$ cat src/rtl/slrp_pkg.sv
// shared constants, types and register indexes of the linear ramp stepper pulser
// no dependencies
package slrp_pkg;

  localparam int RAMP_MAX  = 64;
  localparam int IDX_W     = $clog2(RAMP_MAX);
  localparam int STEP_W    = $clog2(RAMP_MAX + 1);
  localparam int DVS_W     = IDX_W + 2;
  localparam int FIX_W     = 32;
  localparam int FRAC_W    = 16;
  localparam int DELAY_W   = 16;
  localparam int DIV_STEPS = FIX_W + 1;
  localparam int DCNT_W    = $clog2(DIV_STEPS);
  localparam int CFG_W     = 32;
  localparam int ADDR_W    = 4;
  localparam int CFG_IDX_W = 2;

  localparam logic [CFG_IDX_W-1:0] CFG_INITIAL_DELAY = 2'd0;
  localparam logic [CFG_IDX_W-1:0] CFG_MIN_DELAY     = 2'd1;
  localparam logic [CFG_IDX_W-1:0] CFG_RAMP_STEPS    = 2'd2;

  localparam logic [FIX_W-1:0]   INITIAL_DELAY_RST = 32'd2031616;
  localparam logic [DELAY_W-1:0] MIN_DELAY_RST     = 16'd1;
  localparam logic [STEP_W-1:0]  RAMP_STEPS_RST    = 7'd50;

  typedef enum logic [1:0] {
    PH_IDLE,
    PH_ACCEL,
    PH_DECEL
  } phase_t;

  typedef enum logic [2:0] {
    ST_IDLE,
    ST_RDW,
    ST_EVAL,
    ST_RD2,
    ST_DIV,
    ST_FIN,
    ST_OUT
  } st_t;

endpackage

$ cat src/rtl/slrp_in_if.sv
// input channel of the linear ramp stepper pulser: one timebase tick per transaction
// no dependencies
interface slrp_in_if;
  logic valid;
  logic ready;
  logic start_req;

  modport source (output valid, output start_req, input ready);
  modport sink (input valid, input start_req, output ready);
endinterface

$ cat src/rtl/slrp_out_if.sv
// result channel of the linear ramp stepper pulser: one result per tick
// depends on slrp_pkg
interface slrp_out_if;
  logic                         valid;
  logic                         ready;
  logic                         pulse_level;
  logic                         busy_res;
  logic                         move_done;
  logic [slrp_pkg::DELAY_W-1:0] current_delay;

  modport source (output valid, output pulse_level, output busy_res, output move_done,
                  output current_delay, input ready);
  modport sink (input valid, input pulse_level, input busy_res, input move_done,
                input current_delay, output ready);
endinterface

$ cat src/rtl/slrp_ram.sv
// generic simple dual port ram, one write and one registered read per cycle
// no dependencies
module slrp_ram #(
  parameter int WIDTH = 16,
  parameter int DEPTH = 64
) (
  input  logic                     clk,
  input  logic                     we,
  input  logic [$clog2(DEPTH)-1:0] waddr,
  input  logic [WIDTH-1:0]         wdata,
  input  logic [$clog2(DEPTH)-1:0] raddr,
  output logic [WIDTH-1:0]         rdata
);

  logic [WIDTH-1:0] mem [DEPTH];

  always_ff @(posedge clk) begin
    if (we) begin
      mem[waddr] <= wdata;
    end
    rdata <= mem[raddr];
  end

endmodule

$ cat src/rtl/stepper_linear_ramp_pulser.sv
// top level of the linear ramp stepper pulser: tick sequencer, delay ram, bit-serial divider
// depends on slrp_pkg, slrp_in_if, slrp_out_if, slrp_ram
//
// Each input transaction is one timebase tick and yields one result. A tick while no move
// runs goes straight to output; a start tick writes ram entry zero and evaluates; a tick inside
// a move does delay ram read, evaluate, optional second ram read for the next step; a tick that
// ends an acceleration step before the last runs the bit-serial divider for 2*d/(4n+1).
// Acceleration delays are written to a 64 entry ram and read back in reverse order during
// deceleration. The next tick is accepted while the previous result waits in the output
// register; a result that is still held when the next one is ready stalls the sequencer.
module stepper_linear_ramp_pulser (
  input  logic                                clk,
  input  logic                                rst_n,
  slrp_in_if.sink                             in_ch,
  slrp_out_if.source                          out_ch,
  input  logic                                cfg_psel,
  input  logic                                cfg_penable,
  input  logic                                cfg_pwrite,
  input  logic [slrp_pkg::ADDR_W-1:0]         cfg_paddr,
  input  logic [slrp_pkg::CFG_W-1:0]          cfg_pwdata,
  output logic [slrp_pkg::CFG_W-1:0]          cfg_prdata,
  output logic                                cfg_pready
);

  localparam int IW = slrp_pkg::IDX_W;
  localparam int SW = slrp_pkg::STEP_W;
  localparam int DW = slrp_pkg::DELAY_W;
  localparam int FW = slrp_pkg::FIX_W;
  localparam int VW = slrp_pkg::DVS_W;
  localparam int CW = slrp_pkg::DCNT_W;

  function automatic logic [FW-1:0] clamp_fix(input logic [FW-1:0] d, input logic [DW-1:0] m);
    logic [FW-1:0] r;
    r = d;
    if (d[FW-1:slrp_pkg::FRAC_W] <= m) begin
      r = {m, {slrp_pkg::FRAC_W{1'b0}}};
    end
    return r;
  endfunction

  function automatic logic [DW-1:0] load_cnt(input logic [DW-1:0] v);
    return (v == '0) ? DW'(1) : v;
  endfunction

  // configuration
  logic [FW-1:0] init_delay_r;
  logic [DW-1:0] min_delay_r;
  logic [SW-1:0] ramp_r;
  logic          cfg_wr;
  logic [slrp_pkg::CFG_IDX_W-1:0] cfg_idx;

  assign cfg_pready = 1'b1;
  assign cfg_wr     = cfg_psel && cfg_penable && cfg_pwrite && cfg_pready;
  assign cfg_idx    = cfg_paddr[3:2];

  always_ff @(posedge clk) begin
    if (!rst_n) begin
      init_delay_r <= slrp_pkg::INITIAL_DELAY_RST;
      min_delay_r  <= slrp_pkg::MIN_DELAY_RST;
      ramp_r       <= slrp_pkg::RAMP_STEPS_RST;
    end else if (cfg_wr) begin
      case (cfg_idx)
        slrp_pkg::CFG_INITIAL_DELAY: init_delay_r <= cfg_pwdata;
        slrp_pkg::CFG_MIN_DELAY:     min_delay_r  <= cfg_pwdata[DW-1:0];
        slrp_pkg::CFG_RAMP_STEPS:    ramp_r       <= cfg_pwdata[SW-1:0];
        default: ;
      endcase
    end
  end

  always_comb begin
    case (cfg_idx)
      slrp_pkg::CFG_INITIAL_DELAY: cfg_prdata = init_delay_r;
      slrp_pkg::CFG_MIN_DELAY:     cfg_prdata = {{(slrp_pkg::CFG_W-DW){1'b0}}, min_delay_r};
      slrp_pkg::CFG_RAMP_STEPS:    cfg_prdata = {{(slrp_pkg::CFG_W-SW){1'b0}}, ramp_r};
      default:                     cfg_prdata = '0;
    endcase
  end

  logic [SW-1:0] eff_ramp;
  logic [DW-1:0] eff_min;

  always_comb begin
    eff_ramp = ramp_r;
    if (ramp_r == '0) begin
      eff_ramp = SW'(1);
    end else if (ramp_r > SW'(slrp_pkg::RAMP_MAX)) begin
      eff_ramp = SW'(slrp_pkg::RAMP_MAX);
    end
    eff_min = (min_delay_r == '0) ? DW'(1) : min_delay_r;
  end

  // state
  slrp_pkg::st_t    st_r, st_nxt;
  slrp_pkg::phase_t phase_r, phase_nxt;
  logic [SW-1:0]    step_r, step_nxt;
  logic [FW-1:0]    dfix_r, dfix_nxt;
  logic             high_r, high_nxt;
  logic [DW-1:0]    cnt_r, cnt_nxt;
  logic             pin_r, pin_nxt;
  logic [DW-1:0]    cur_r, cur_nxt;
  logic [VW-1:0]    rem_r, rem_nxt;
  logic [FW:0]      quo_r, quo_nxt;
  logic [VW-1:0]    dvs_r, dvs_nxt;
  logic [CW-1:0]    dcnt_r, dcnt_nxt;
  logic             res_pulse_r, res_pulse_nxt;
  logic             res_busy_r, res_busy_nxt;
  logic             res_done_r, res_done_nxt;
  logic [DW-1:0]    res_delay_r, res_delay_nxt;
  logic             out_valid_r, out_valid_nxt;
  logic             o_pulse_r, o_busy_r, o_done_r;
  logic [DW-1:0]    o_delay_r;
  logic             out_load;

  // delay ram
  logic          ram_we;
  logic [IW-1:0] ram_waddr;
  logic [DW-1:0] ram_wdata;
  logic [IW-1:0] ram_raddr;
  logic [DW-1:0] ram_rdata;

  slrp_ram #(
    .WIDTH (DW),
    .DEPTH (slrp_pkg::RAMP_MAX)
  ) u_store (
    .clk   (clk),
    .we    (ram_we),
    .waddr (ram_waddr),
    .wdata (ram_wdata),
    .raddr (ram_raddr),
    .rdata (ram_rdata)
  );

  logic          in_acc;
  logic [SW-1:0] cur_idx;
  logic [SW-1:0] step_inc;
  logic [DW-1:0] cnt_dec;
  logic [FW-1:0] dstart;
  logic [FW-1:0] dupd;
  logic [VW:0]   trial;
  logic          q_bit;

  assign in_ch.ready = (st_r == slrp_pkg::ST_IDLE);
  assign in_acc      = in_ch.valid && in_ch.ready;

  always_comb begin
    cur_idx = step_r;
    if (phase_r == slrp_pkg::PH_DECEL) begin
      cur_idx = (step_r < eff_ramp) ? SW'(eff_ramp - SW'(1) - step_r) : '0;
    end
    step_inc = SW'(step_r + SW'(1));
    cnt_dec  = (cnt_r != '0) ? DW'(cnt_r - DW'(1)) : '0;
    dstart   = clamp_fix(init_delay_r, eff_min);
    dupd     = clamp_fix(FW'(dfix_r - quo_r[FW-1:0]), eff_min);
    trial    = {rem_r, quo_r[FW]};
    q_bit    = (trial >= {1'b0, dvs_r});
  end

  always_comb begin
    st_nxt        = st_r;
    phase_nxt     = phase_r;
    step_nxt      = step_r;
    dfix_nxt      = dfix_r;
    high_nxt      = high_r;
    cnt_nxt       = cnt_r;
    pin_nxt       = pin_r;
    cur_nxt       = cur_r;
    rem_nxt       = rem_r;
    quo_nxt       = quo_r;
    dvs_nxt       = dvs_r;
    dcnt_nxt      = dcnt_r;
    res_pulse_nxt = res_pulse_r;
    res_busy_nxt  = res_busy_r;
    res_done_nxt  = res_done_r;
    res_delay_nxt = res_delay_r;
    ram_we        = 1'b0;
    ram_waddr     = '0;
    ram_wdata     = '0;
    ram_raddr     = cur_idx[IW-1:0];
    out_load      = 1'b0;

    case (st_r)
      slrp_pkg::ST_IDLE: begin
        if (in_acc) begin
          if (phase_r == slrp_pkg::PH_IDLE) begin
            if (!in_ch.start_req) begin
              res_pulse_nxt = pin_r;
              res_busy_nxt  = 1'b0;
              res_done_nxt  = 1'b0;
              res_delay_nxt = '0;
              st_nxt        = slrp_pkg::ST_OUT;
            end else begin
              // start of a move: first delay goes straight to entry zero
              phase_nxt = slrp_pkg::PH_ACCEL;
              step_nxt  = '0;
              dfix_nxt  = dstart;
              high_nxt  = 1'b0;
              cnt_nxt   = load_cnt(dstart[FW-1:slrp_pkg::FRAC_W]);
              cur_nxt   = dstart[FW-1:slrp_pkg::FRAC_W];
              ram_we    = 1'b1;
              ram_waddr = '0;
              ram_wdata = dstart[FW-1:slrp_pkg::FRAC_W];
              st_nxt    = slrp_pkg::ST_EVAL;
            end
          end else begin
            st_nxt = slrp_pkg::ST_RDW;
          end
        end
      end

      slrp_pkg::ST_RDW: begin
        cur_nxt = ram_rdata;
        st_nxt  = slrp_pkg::ST_EVAL;
      end

      slrp_pkg::ST_EVAL: begin
        pin_nxt       = high_r;
        res_pulse_nxt = high_r;
        res_busy_nxt  = 1'b1;
        res_done_nxt  = 1'b0;
        res_delay_nxt = cur_r;
        st_nxt        = slrp_pkg::ST_OUT;
        if (cnt_dec != '0) begin
          cnt_nxt = cnt_dec;
        end else if (!high_r) begin
          high_nxt = 1'b1;
          cnt_nxt  = load_cnt(cur_r);
        end else begin
          high_nxt = 1'b0;
          cnt_nxt  = cnt_dec;
          if (phase_r == slrp_pkg::PH_ACCEL) begin
            if (step_inc >= eff_ramp) begin
              phase_nxt = slrp_pkg::PH_DECEL;
              step_nxt  = '0;
              ram_raddr = IW'(eff_ramp - SW'(1));
              st_nxt    = slrp_pkg::ST_RD2;
            end else begin
              step_nxt = step_inc;
              rem_nxt  = '0;
              quo_nxt  = {dfix_r, 1'b0};
              dvs_nxt  = {step_inc[IW-1:0], 2'b01};
              dcnt_nxt = '0;
              st_nxt   = slrp_pkg::ST_DIV;
            end
          end else if (step_inc >= eff_ramp) begin
            phase_nxt    = slrp_pkg::PH_IDLE;
            step_nxt     = '0;
            res_done_nxt = 1'b1;
          end else begin
            step_nxt  = step_inc;
            ram_raddr = IW'(eff_ramp - SW'(1) - step_inc);
            st_nxt    = slrp_pkg::ST_RD2;
          end
        end
      end

      slrp_pkg::ST_RD2: begin
        cnt_nxt = load_cnt(ram_rdata);
        st_nxt  = slrp_pkg::ST_OUT;
      end

      slrp_pkg::ST_DIV: begin
        rem_nxt  = q_bit ? VW'(trial - {1'b0, dvs_r}) : trial[VW-1:0];
        quo_nxt  = {quo_r[FW-1:0], q_bit};
        dcnt_nxt = CW'(dcnt_r + CW'(1));
        if (dcnt_r == CW'(slrp_pkg::DIV_STEPS - 1)) begin
          st_nxt = slrp_pkg::ST_FIN;
        end
      end

      slrp_pkg::ST_FIN: begin
        dfix_nxt  = dupd;
        ram_we    = 1'b1;
        ram_waddr = step_r[IW-1:0];
        ram_wdata = dupd[FW-1:slrp_pkg::FRAC_W];
        cnt_nxt   = load_cnt(dupd[FW-1:slrp_pkg::FRAC_W]);
        st_nxt    = slrp_pkg::ST_OUT;
      end

      slrp_pkg::ST_OUT: begin
        if (!out_valid_r || out_ch.ready) begin
          out_load = 1'b1;
          st_nxt   = slrp_pkg::ST_IDLE;
        end
      end

      default: st_nxt = slrp_pkg::ST_IDLE;
    endcase

    out_valid_nxt = out_load ? 1'b1 : (out_ch.ready ? 1'b0 : out_valid_r);
  end

  always_ff @(posedge clk) begin
    if (!rst_n) begin
      st_r        <= slrp_pkg::ST_IDLE;
      phase_r     <= slrp_pkg::PH_IDLE;
      step_r      <= '0;
      dfix_r      <= '0;
      high_r      <= 1'b0;
      cnt_r       <= '0;
      pin_r       <= 1'b0;
      out_valid_r <= 1'b0;
    end else begin
      st_r        <= st_nxt;
      phase_r     <= phase_nxt;
      step_r      <= step_nxt;
      dfix_r      <= dfix_nxt;
      high_r      <= high_nxt;
      cnt_r       <= cnt_nxt;
      pin_r       <= pin_nxt;
      out_valid_r <= out_valid_nxt;
    end
  end

  always_ff @(posedge clk) begin
    cur_r       <= cur_nxt;
    rem_r       <= rem_nxt;
    quo_r       <= quo_nxt;
    dvs_r       <= dvs_nxt;
    dcnt_r      <= dcnt_nxt;
    res_pulse_r <= res_pulse_nxt;
    res_busy_r  <= res_busy_nxt;
    res_done_r  <= res_done_nxt;
    res_delay_r <= res_delay_nxt;
    if (out_load) begin
      o_pulse_r <= res_pulse_r;
      o_busy_r  <= res_busy_r;
      o_done_r  <= res_done_r;
      o_delay_r <= res_delay_r;
    end
  end

  assign out_ch.valid         = out_valid_r;
  assign out_ch.pulse_level   = o_pulse_r;
  assign out_ch.busy_res      = o_busy_r;
  assign out_ch.move_done     = o_done_r;
  assign out_ch.current_delay = o_delay_r;

  // checks
  a_done_busy: assert property (@(posedge clk) disable iff (!rst_n)
    out_ch.valid && out_ch.move_done |-> out_ch.busy_res)
    else $error("move_done without busy_res");

  a_acc_leaves_idle: assert property (@(posedge clk) disable iff (!rst_n)
    in_acc |=> st_r != slrp_pkg::ST_IDLE)
    else $error("accepted tick not processed");

  a_step_range: assert property (@(posedge clk) disable iff (!rst_n)
    phase_r != slrp_pkg::PH_IDLE |-> step_r < SW'(slrp_pkg::RAMP_MAX))
    else $error("step number beyond ramp store");

  a_div_len: assert property (@(posedge clk) disable iff (!rst_n)
    st_r == slrp_pkg::ST_DIV |-> dcnt_r < CW'(slrp_pkg::DIV_STEPS) && dvs_r[1:0] == 2'b01)
    else $error("divider out of sequence");

  a_idle_delay: assert property (@(posedge clk) disable iff (!rst_n)
    out_ch.valid && !out_ch.busy_res |-> out_ch.current_delay == '0)
    else $error("delay reported while idle");

endmodule

$ cat src/flat_wrapper.sv
// flat-port wrapper written by rule: the top's interface ports become plain ports
module stepper_linear_ramp_pulser_flat 
  (clk, rst_n, cfg_psel, cfg_penable, cfg_pwrite, cfg_paddr, cfg_pwdata, cfg_prdata, cfg_pready, in_ch_valid, in_ch_start_req, in_ch_ready, out_ch_valid, out_ch_pulse_level, out_ch_busy_res, out_ch_move_done, out_ch_current_delay, out_ch_ready);
  slrp_in_if in_ch_i ();
  slrp_out_if out_ch_i ();
  input  logic clk;
  input  logic rst_n;
  input  logic cfg_psel;
  input  logic cfg_penable;
  input  logic cfg_pwrite;
  input  logic [slrp_pkg::ADDR_W-1:0] cfg_paddr;
  input  logic [slrp_pkg::CFG_W-1:0] cfg_pwdata;
  output logic [slrp_pkg::CFG_W-1:0] cfg_prdata;
  output logic cfg_pready;
  input wire logic [$bits(in_ch_i.valid)-1:0] in_ch_valid;
  input wire logic [$bits(in_ch_i.start_req)-1:0] in_ch_start_req;
  output wire logic [$bits(in_ch_i.ready)-1:0] in_ch_ready;
  output wire logic [$bits(out_ch_i.valid)-1:0] out_ch_valid;
  output wire logic [$bits(out_ch_i.pulse_level)-1:0] out_ch_pulse_level;
  output wire logic [$bits(out_ch_i.busy_res)-1:0] out_ch_busy_res;
  output wire logic [$bits(out_ch_i.move_done)-1:0] out_ch_move_done;
  output wire logic [$bits(out_ch_i.current_delay)-1:0] out_ch_current_delay;
  input wire logic [$bits(out_ch_i.ready)-1:0] out_ch_ready;
  assign in_ch_i.valid = in_ch_valid;
  assign in_ch_i.start_req = in_ch_start_req;
  assign in_ch_ready = in_ch_i.ready;
  assign out_ch_valid = out_ch_i.valid;
  assign out_ch_pulse_level = out_ch_i.pulse_level;
  assign out_ch_busy_res = out_ch_i.busy_res;
  assign out_ch_move_done = out_ch_i.move_done;
  assign out_ch_current_delay = out_ch_i.current_delay;
  assign out_ch_i.ready = out_ch_ready;
  stepper_linear_ramp_pulser u_core (.clk(clk), .rst_n(rst_n), .in_ch(in_ch_i), .out_ch(out_ch_i), .cfg_psel(cfg_psel), .cfg_penable(cfg_penable), .cfg_pwrite(cfg_pwrite), .cfg_paddr(cfg_paddr), .cfg_pwdata(cfg_pwdata), .cfg_prdata(cfg_prdata), .cfg_pready(cfg_pready));
endmodule
$ cat config.mk
export PLATFORM = sky130hd
export DESIGN_NAME = stepper_linear_ramp_pulser_flat
export DESIGN_NICKNAME = d
export VERILOG_FILES = /design/src/rtl/slrp_pkg.sv /design/src/rtl/slrp_in_if.sv /design/src/rtl/slrp_out_if.sv /design/src/rtl/slrp_ram.sv /design/src/rtl/stepper_linear_ramp_pulser.sv /design/src/flat_wrapper.sv
export SDC_FILE = /design/constraint.sdc
export NUM_CORES = 2
export LEC_CHECK = 0
export BUFFER_PORTS_ARGS = -buffer_cell sky130_fd_sc_hd__buf_4
export CAP_MARGIN = 10
export CORE_UTILIZATION = 40
export CTS_CLUSTER_SIZE = 14
export DETAILED_ROUTE_END_ITERATION = 12
export GPL_TIMING_DRIVEN = 0
export PLACE_DENSITY = 0.6
export SETUP_SLACK_MARGIN = 0.15
export SYNTH_ARGS = -nofsm -noshare
export SYNTH_HDL_FRONTEND = slang
export SYNTH_SLANG_ARGS = --single-unit
$ cat constraint.sdc
create_clock -name clk -period 8.9 [get_ports clk]
set_input_delay 0.89 -clock clk [delete_from_list [all_inputs] [get_ports clk]]
set_output_delay 0.89 -clock clk [all_outputs]
set_load 0.01 [all_outputs]
==> run_results.csv <==
group,metric,value,unit
min_path,hold_path_depth,3,
detailed_routing,num_vias,39650,
final_layout,stdcell_count,6869,
timing,min_period,7.929,ns
power,power_frac_clock,35.7,%
yosys,ys.flop_type,"edfxtp_1",
yosys,synthArstFlopShare,0,%
power,p_seq_share,45.3,%
clock_tree,cts_buffers,136,
floorplan,die_h,373.6,um
detailed_routing,via_per_inst,5.772,
global_routing,grt_max_degree,39,
timing,hold_slack,0.3458,ns
global_routing,grt_overflow,0,
floorplan,start_util,40.52,%
timing,worstMarginPinSlew,1.174,ns
clock_tree,cts.sinks,1265,
run_status,status,"completed",
worst_setup_path,required,9.39,ns
final_layout,diodes,0,
clock_tree,post_cts_buffers,0,
floorplan,core-area,136300,um2
global_routing,busiest_layer,"met2",
global_routing,use_met2,41.32,%
final_layout,mostFrequentLayoutCells,"edfxtp_1, nand2_1, nand3_1, a21oi_1, nor2_1",
power,sw_frac_of_total,29.22,%
clock_tree,clkTransAtPathRegs,0.06,ns
yosys,synth_area_leaders,"edfxtp_1, nand2_1, dfxtp_1",
power,p_int,11.00,mW
min_path,min_from,"cfg_pwdata[18]",
global_routing,gr-usage-all-layers,24.99,%
yosys,syn_area_per_cell,11.84,um2
detailed_routing,first_pass_iters,6,
timing,maxSlewViolCount,0,
global_routing,grt_pass1_vias,37740,
final_layout,design_area,64190,um2
floorplan,die_area,139600,um2
yosys,synth_nets,4815,
timing,fin_tns_setup,0,ns
worst_setup_path,crit_arrival,8.42,ns
worst_setup_path,reg2reg_to,"u_core.u_store.mem[0][15]$_DFFE_PP_",
clock_tree,clk-insertion-delay-late,0.79,ns
yosys,ys_types,93,
final_layout,final_core_util,47.09,%
final_layout,nets,5125,
power,power.density,242.2,nW/um2
power,p_leak,22.46,nW
worst_setup_path,critPathLaunchType,"flip-flop",
yosys,ys_seq_area_share,66.34,%
worst_setup_path,reg2reg_from,"u_core.dfix_r[0]$_SDFFE_PN0P_",
final_layout,area_growth,16.20,%
timing,fin_ws,0.9709,ns
detailed_routing,drt_wl_total,177400,um
clock_tree,clock_path_buffers,3,
min_path,hold_path.class,"in2reg",
worst_setup_path,regToRegSetupSlack,0.97,ns
yosys,yosys_register_bits,1265,
global_routing,grtUsageMet1,32.15,%
placed_design,dp.cells,6618,
worst_setup_path,critPathCaptureType,"flip-flop",
yosys,yosysWarnings,0,
placed_design,postPlaceCellArea,59840,um2
global_routing,grt_use_met3,4.212,%
detailed_routing,drc,0,
worst_setup_path,worstSetupPathType,"reg2reg",
global_routing,grt_first_pass_wirelength,257700,um
yosys,syn_area,55240,um2
detailed_routing,post_drt_wl_per_cell,25.83,um
global_routing,antenna_found_initial,1,
clock_tree,clockRootBuffer,"clkbuf_16",
min_path,min_to,"u_core.init_delay_r[18]$_SDFFE_PN1P_",
job,drv_cap,0,
worst_setup_path,r2r_cells,27,
timing,hold_viol,0,
floorplan,ios,98,
timing,fin_skew,0.04484,ns
clock_tree,cts_tree,"built",
yosys,synth.top_cell.area_share,61.49,%
timing,rsz0062_at_grt,"no",
power,combPwrFrac,19.0,%
timing,slew_headroom,21.72,%
final_layout,drive_above_1_share,11.38,%
detailed_routing,postRouteAntennaNets,0,
power,totalPowerFinal,15.55,mW
clock_tree,htree_levels,4,
floorplan,die_w,373.6,um
floorplan,rows,135,
yosys,synth_edf_count,1131,
final_layout,final_common_cell,"edfxtp_1",
clock_tree,hold_buffers,0,
clock_tree,cts_resized,0,
power,switchingPower,4.543,mW
placed_design,port-buffer-count,93,
yosys,synth_cells,4667,
timing,setup_violations,0,
timing,period_share,89.09,%
worst_setup_path,crit_path_max_fanout,34,
power,ir_drop,0.1888,mV
timing,max_freq,126.1,MHz
placed_design,pre_cts_ws,1.013,ns
placed_design,routabilityCongestion,0.9520,
detailed_routing,first_iter_violations,4464,
placed_design,hpwl,130000,um
yosys,synth_top_area_cell,"edfxtp_1",
-- routing by layer --
layer | up-vias | wire length (um) | part of all wire [%]
li1 | 17860 | - | -
met1 | 19660 | 70800 | 40
met2 | 1785 | 84790 | 48
met3 | 340 | 13540 | 7.6
met4 | 4 | 8176 | 4.6
met5 | - | 125 | 0.070
-- layout make-up --
| class | instances | area [um2] |
|---|---|---|
| plain buffers | 274 | 1196 |
| clock buffers | 184 | 3720 |
| clock inverters | 65 | 609.3 |
| fillers | 12150 | 72130 |
| inverters | 101 | 379.1 |
| multi-input cells | 3027 | 17380 |
| flip-flops and latches | 1265 | 36650 |
| well taps | 1781 | 2228 |
| repair buffers | 172 | 2029 |
-- cell families (layout without fill, tap and decap cells) --
kind of cell / Yosys count / in the layout / share of synthesized area, %
AND/OR/NAND/NOR: 1964 / 1964 / 15.70
flip-flops: 1265 / 1265 / 66.34
AO/OA/AOI/OAI: 766 / 766 / 9.333
buffers and inverters: 375 / 796 / 2.852
multiplexers: 134 / 134 / 2.444
adder cells (fa/ha/maj): 104 / 104 / 2.397
XOR/XNOR: 58 / 58 / 0.9197
other: 1 / 1 / 0.006789
-- worst max path at each step --
stage	startpoint	end	slack [ns]	cells past startpoint
4_1_cts	u_core.dfix_r[0]$_SDFFE_PN0P_	u_core.u_store.mem[3][15]$_DFFE_PP_	1.0	26
5_1_grt	u_core.dfix_r[0]$_SDFFE_PN0P_	u_core.u_store.mem[1][15]$_DFFE_PP_	0.58	27
6_report	u_core.dfix_r[0]$_SDFFE_PN0P_	u_core.u_store.mem[0][15]$_DFFE_PP_	0.97	27
3_3_place_gp	u_core.min_delay_r[3]$_SDFFE_PN0P_	u_core.u_store.mem[10][6]$_DFFE_PP_	-4.33	15
3_5_place_dp	u_core.dfix_r[0]$_SDFFE_PN0P_	u_core.u_store.mem[10][15]$_DFFE_PP_	1.01	27
2_1_floorplan	u_core.dfix_r[0]$_SDFFE_PN0P_	u_core.u_store.mem[0][0]$_DFFE_PP_	1.10	22
-- critical path: stages, from the launching register on --
cell,delay [ns]
dfxtp_1,0.33
inv_1,0.08
ha_1,0.18
inv_1,0.06
fa_1,0.40
a21o_1,0.18
a21o_1,0.20
a2111oi_0,0.75
o21ba_2,0.29
o21ai_0,0.12
a31oi_1,0.56
a2bb2oi_1,0.31
nor2b_1,0.19
xnor2_1,0.16
ha_1,0.35
nand4_1,0.10
nor2_1,0.21
o21ai_0,0.12
a21oi_1,0.12
or4_1,0.12
o221ai_1,0.23
inv_1,0.15
clkbuf_1,0.46
clkbuf_1,0.40
nor2_1,0.10
o21ai_0,0.67
o21ai_4,0.46
buf_12,0.31
-- synth_stat cells (all sizes together) (18+ instances only) --
| master | instances |
|---|---|
| nand2 | 1075 |
| o22ai | 34 |
| and2 | 42 |
| xnor2 | 34 |
| nor3 | 54 |
| o21ai | 137 |
| a21oi | 201 |
| nor4 | 29 |
| dfxtp | 134 |
| ha | 101 |
| and3 | 51 |
| o211ai | 23 |
| clkbuf | 155 |
| nor2b | 20 |
| xor2 | 24 |
| a32oi | 34 |
| a21o | 32 |
| inv | 99 |
| a31oi | 105 |
| a221oi | 27 |
| buf | 119 |
| nand2b | 18 |
| nor2 | 251 |
| o21a | 19 |
| nand3 | 314 |
| a222oi | 22 |
| edfxtp | 1131 |
| mux2i | 127 |
| nand4 | 71 |
-- sequential cells by signal, indices dropped and copies added (netlist names), 6 cells and up --
signal	flops
u_core.u_store.mem	1024
u_core.quo_r	33
u_core.dfix_r	32
u_core.init_delay_r	32
u_core.cnt_r	16
u_core.cur_r	16
u_core.min_delay_r	16
u_core.out_ch.current_delay	16
u_core.res_delay_r	16
u_core.u_store.rdata	16
u_core.rem_r	8
u_core.ramp_r	7
u_core.step_r	7
u_core.dcnt_r	6
u_core.dvs_r	6
-- power by group through the flow --
stage / clock [mW] / combinational (mW) / sequential, mW
6_report: 5.55 / 2.96 / 7.04
5_1_grt: 5.82 / 3.20 / 7.05
4_1_cts: 5.60 / 2.92 / 7.03
3_5_place_dp: 0 / 2.91 / 7.16
3_3_place_gp: 0 / 2.76 / 7.25
2_1_floorplan: 0 / 1.86 / 7.12
(Power assumes the default switching activity.)
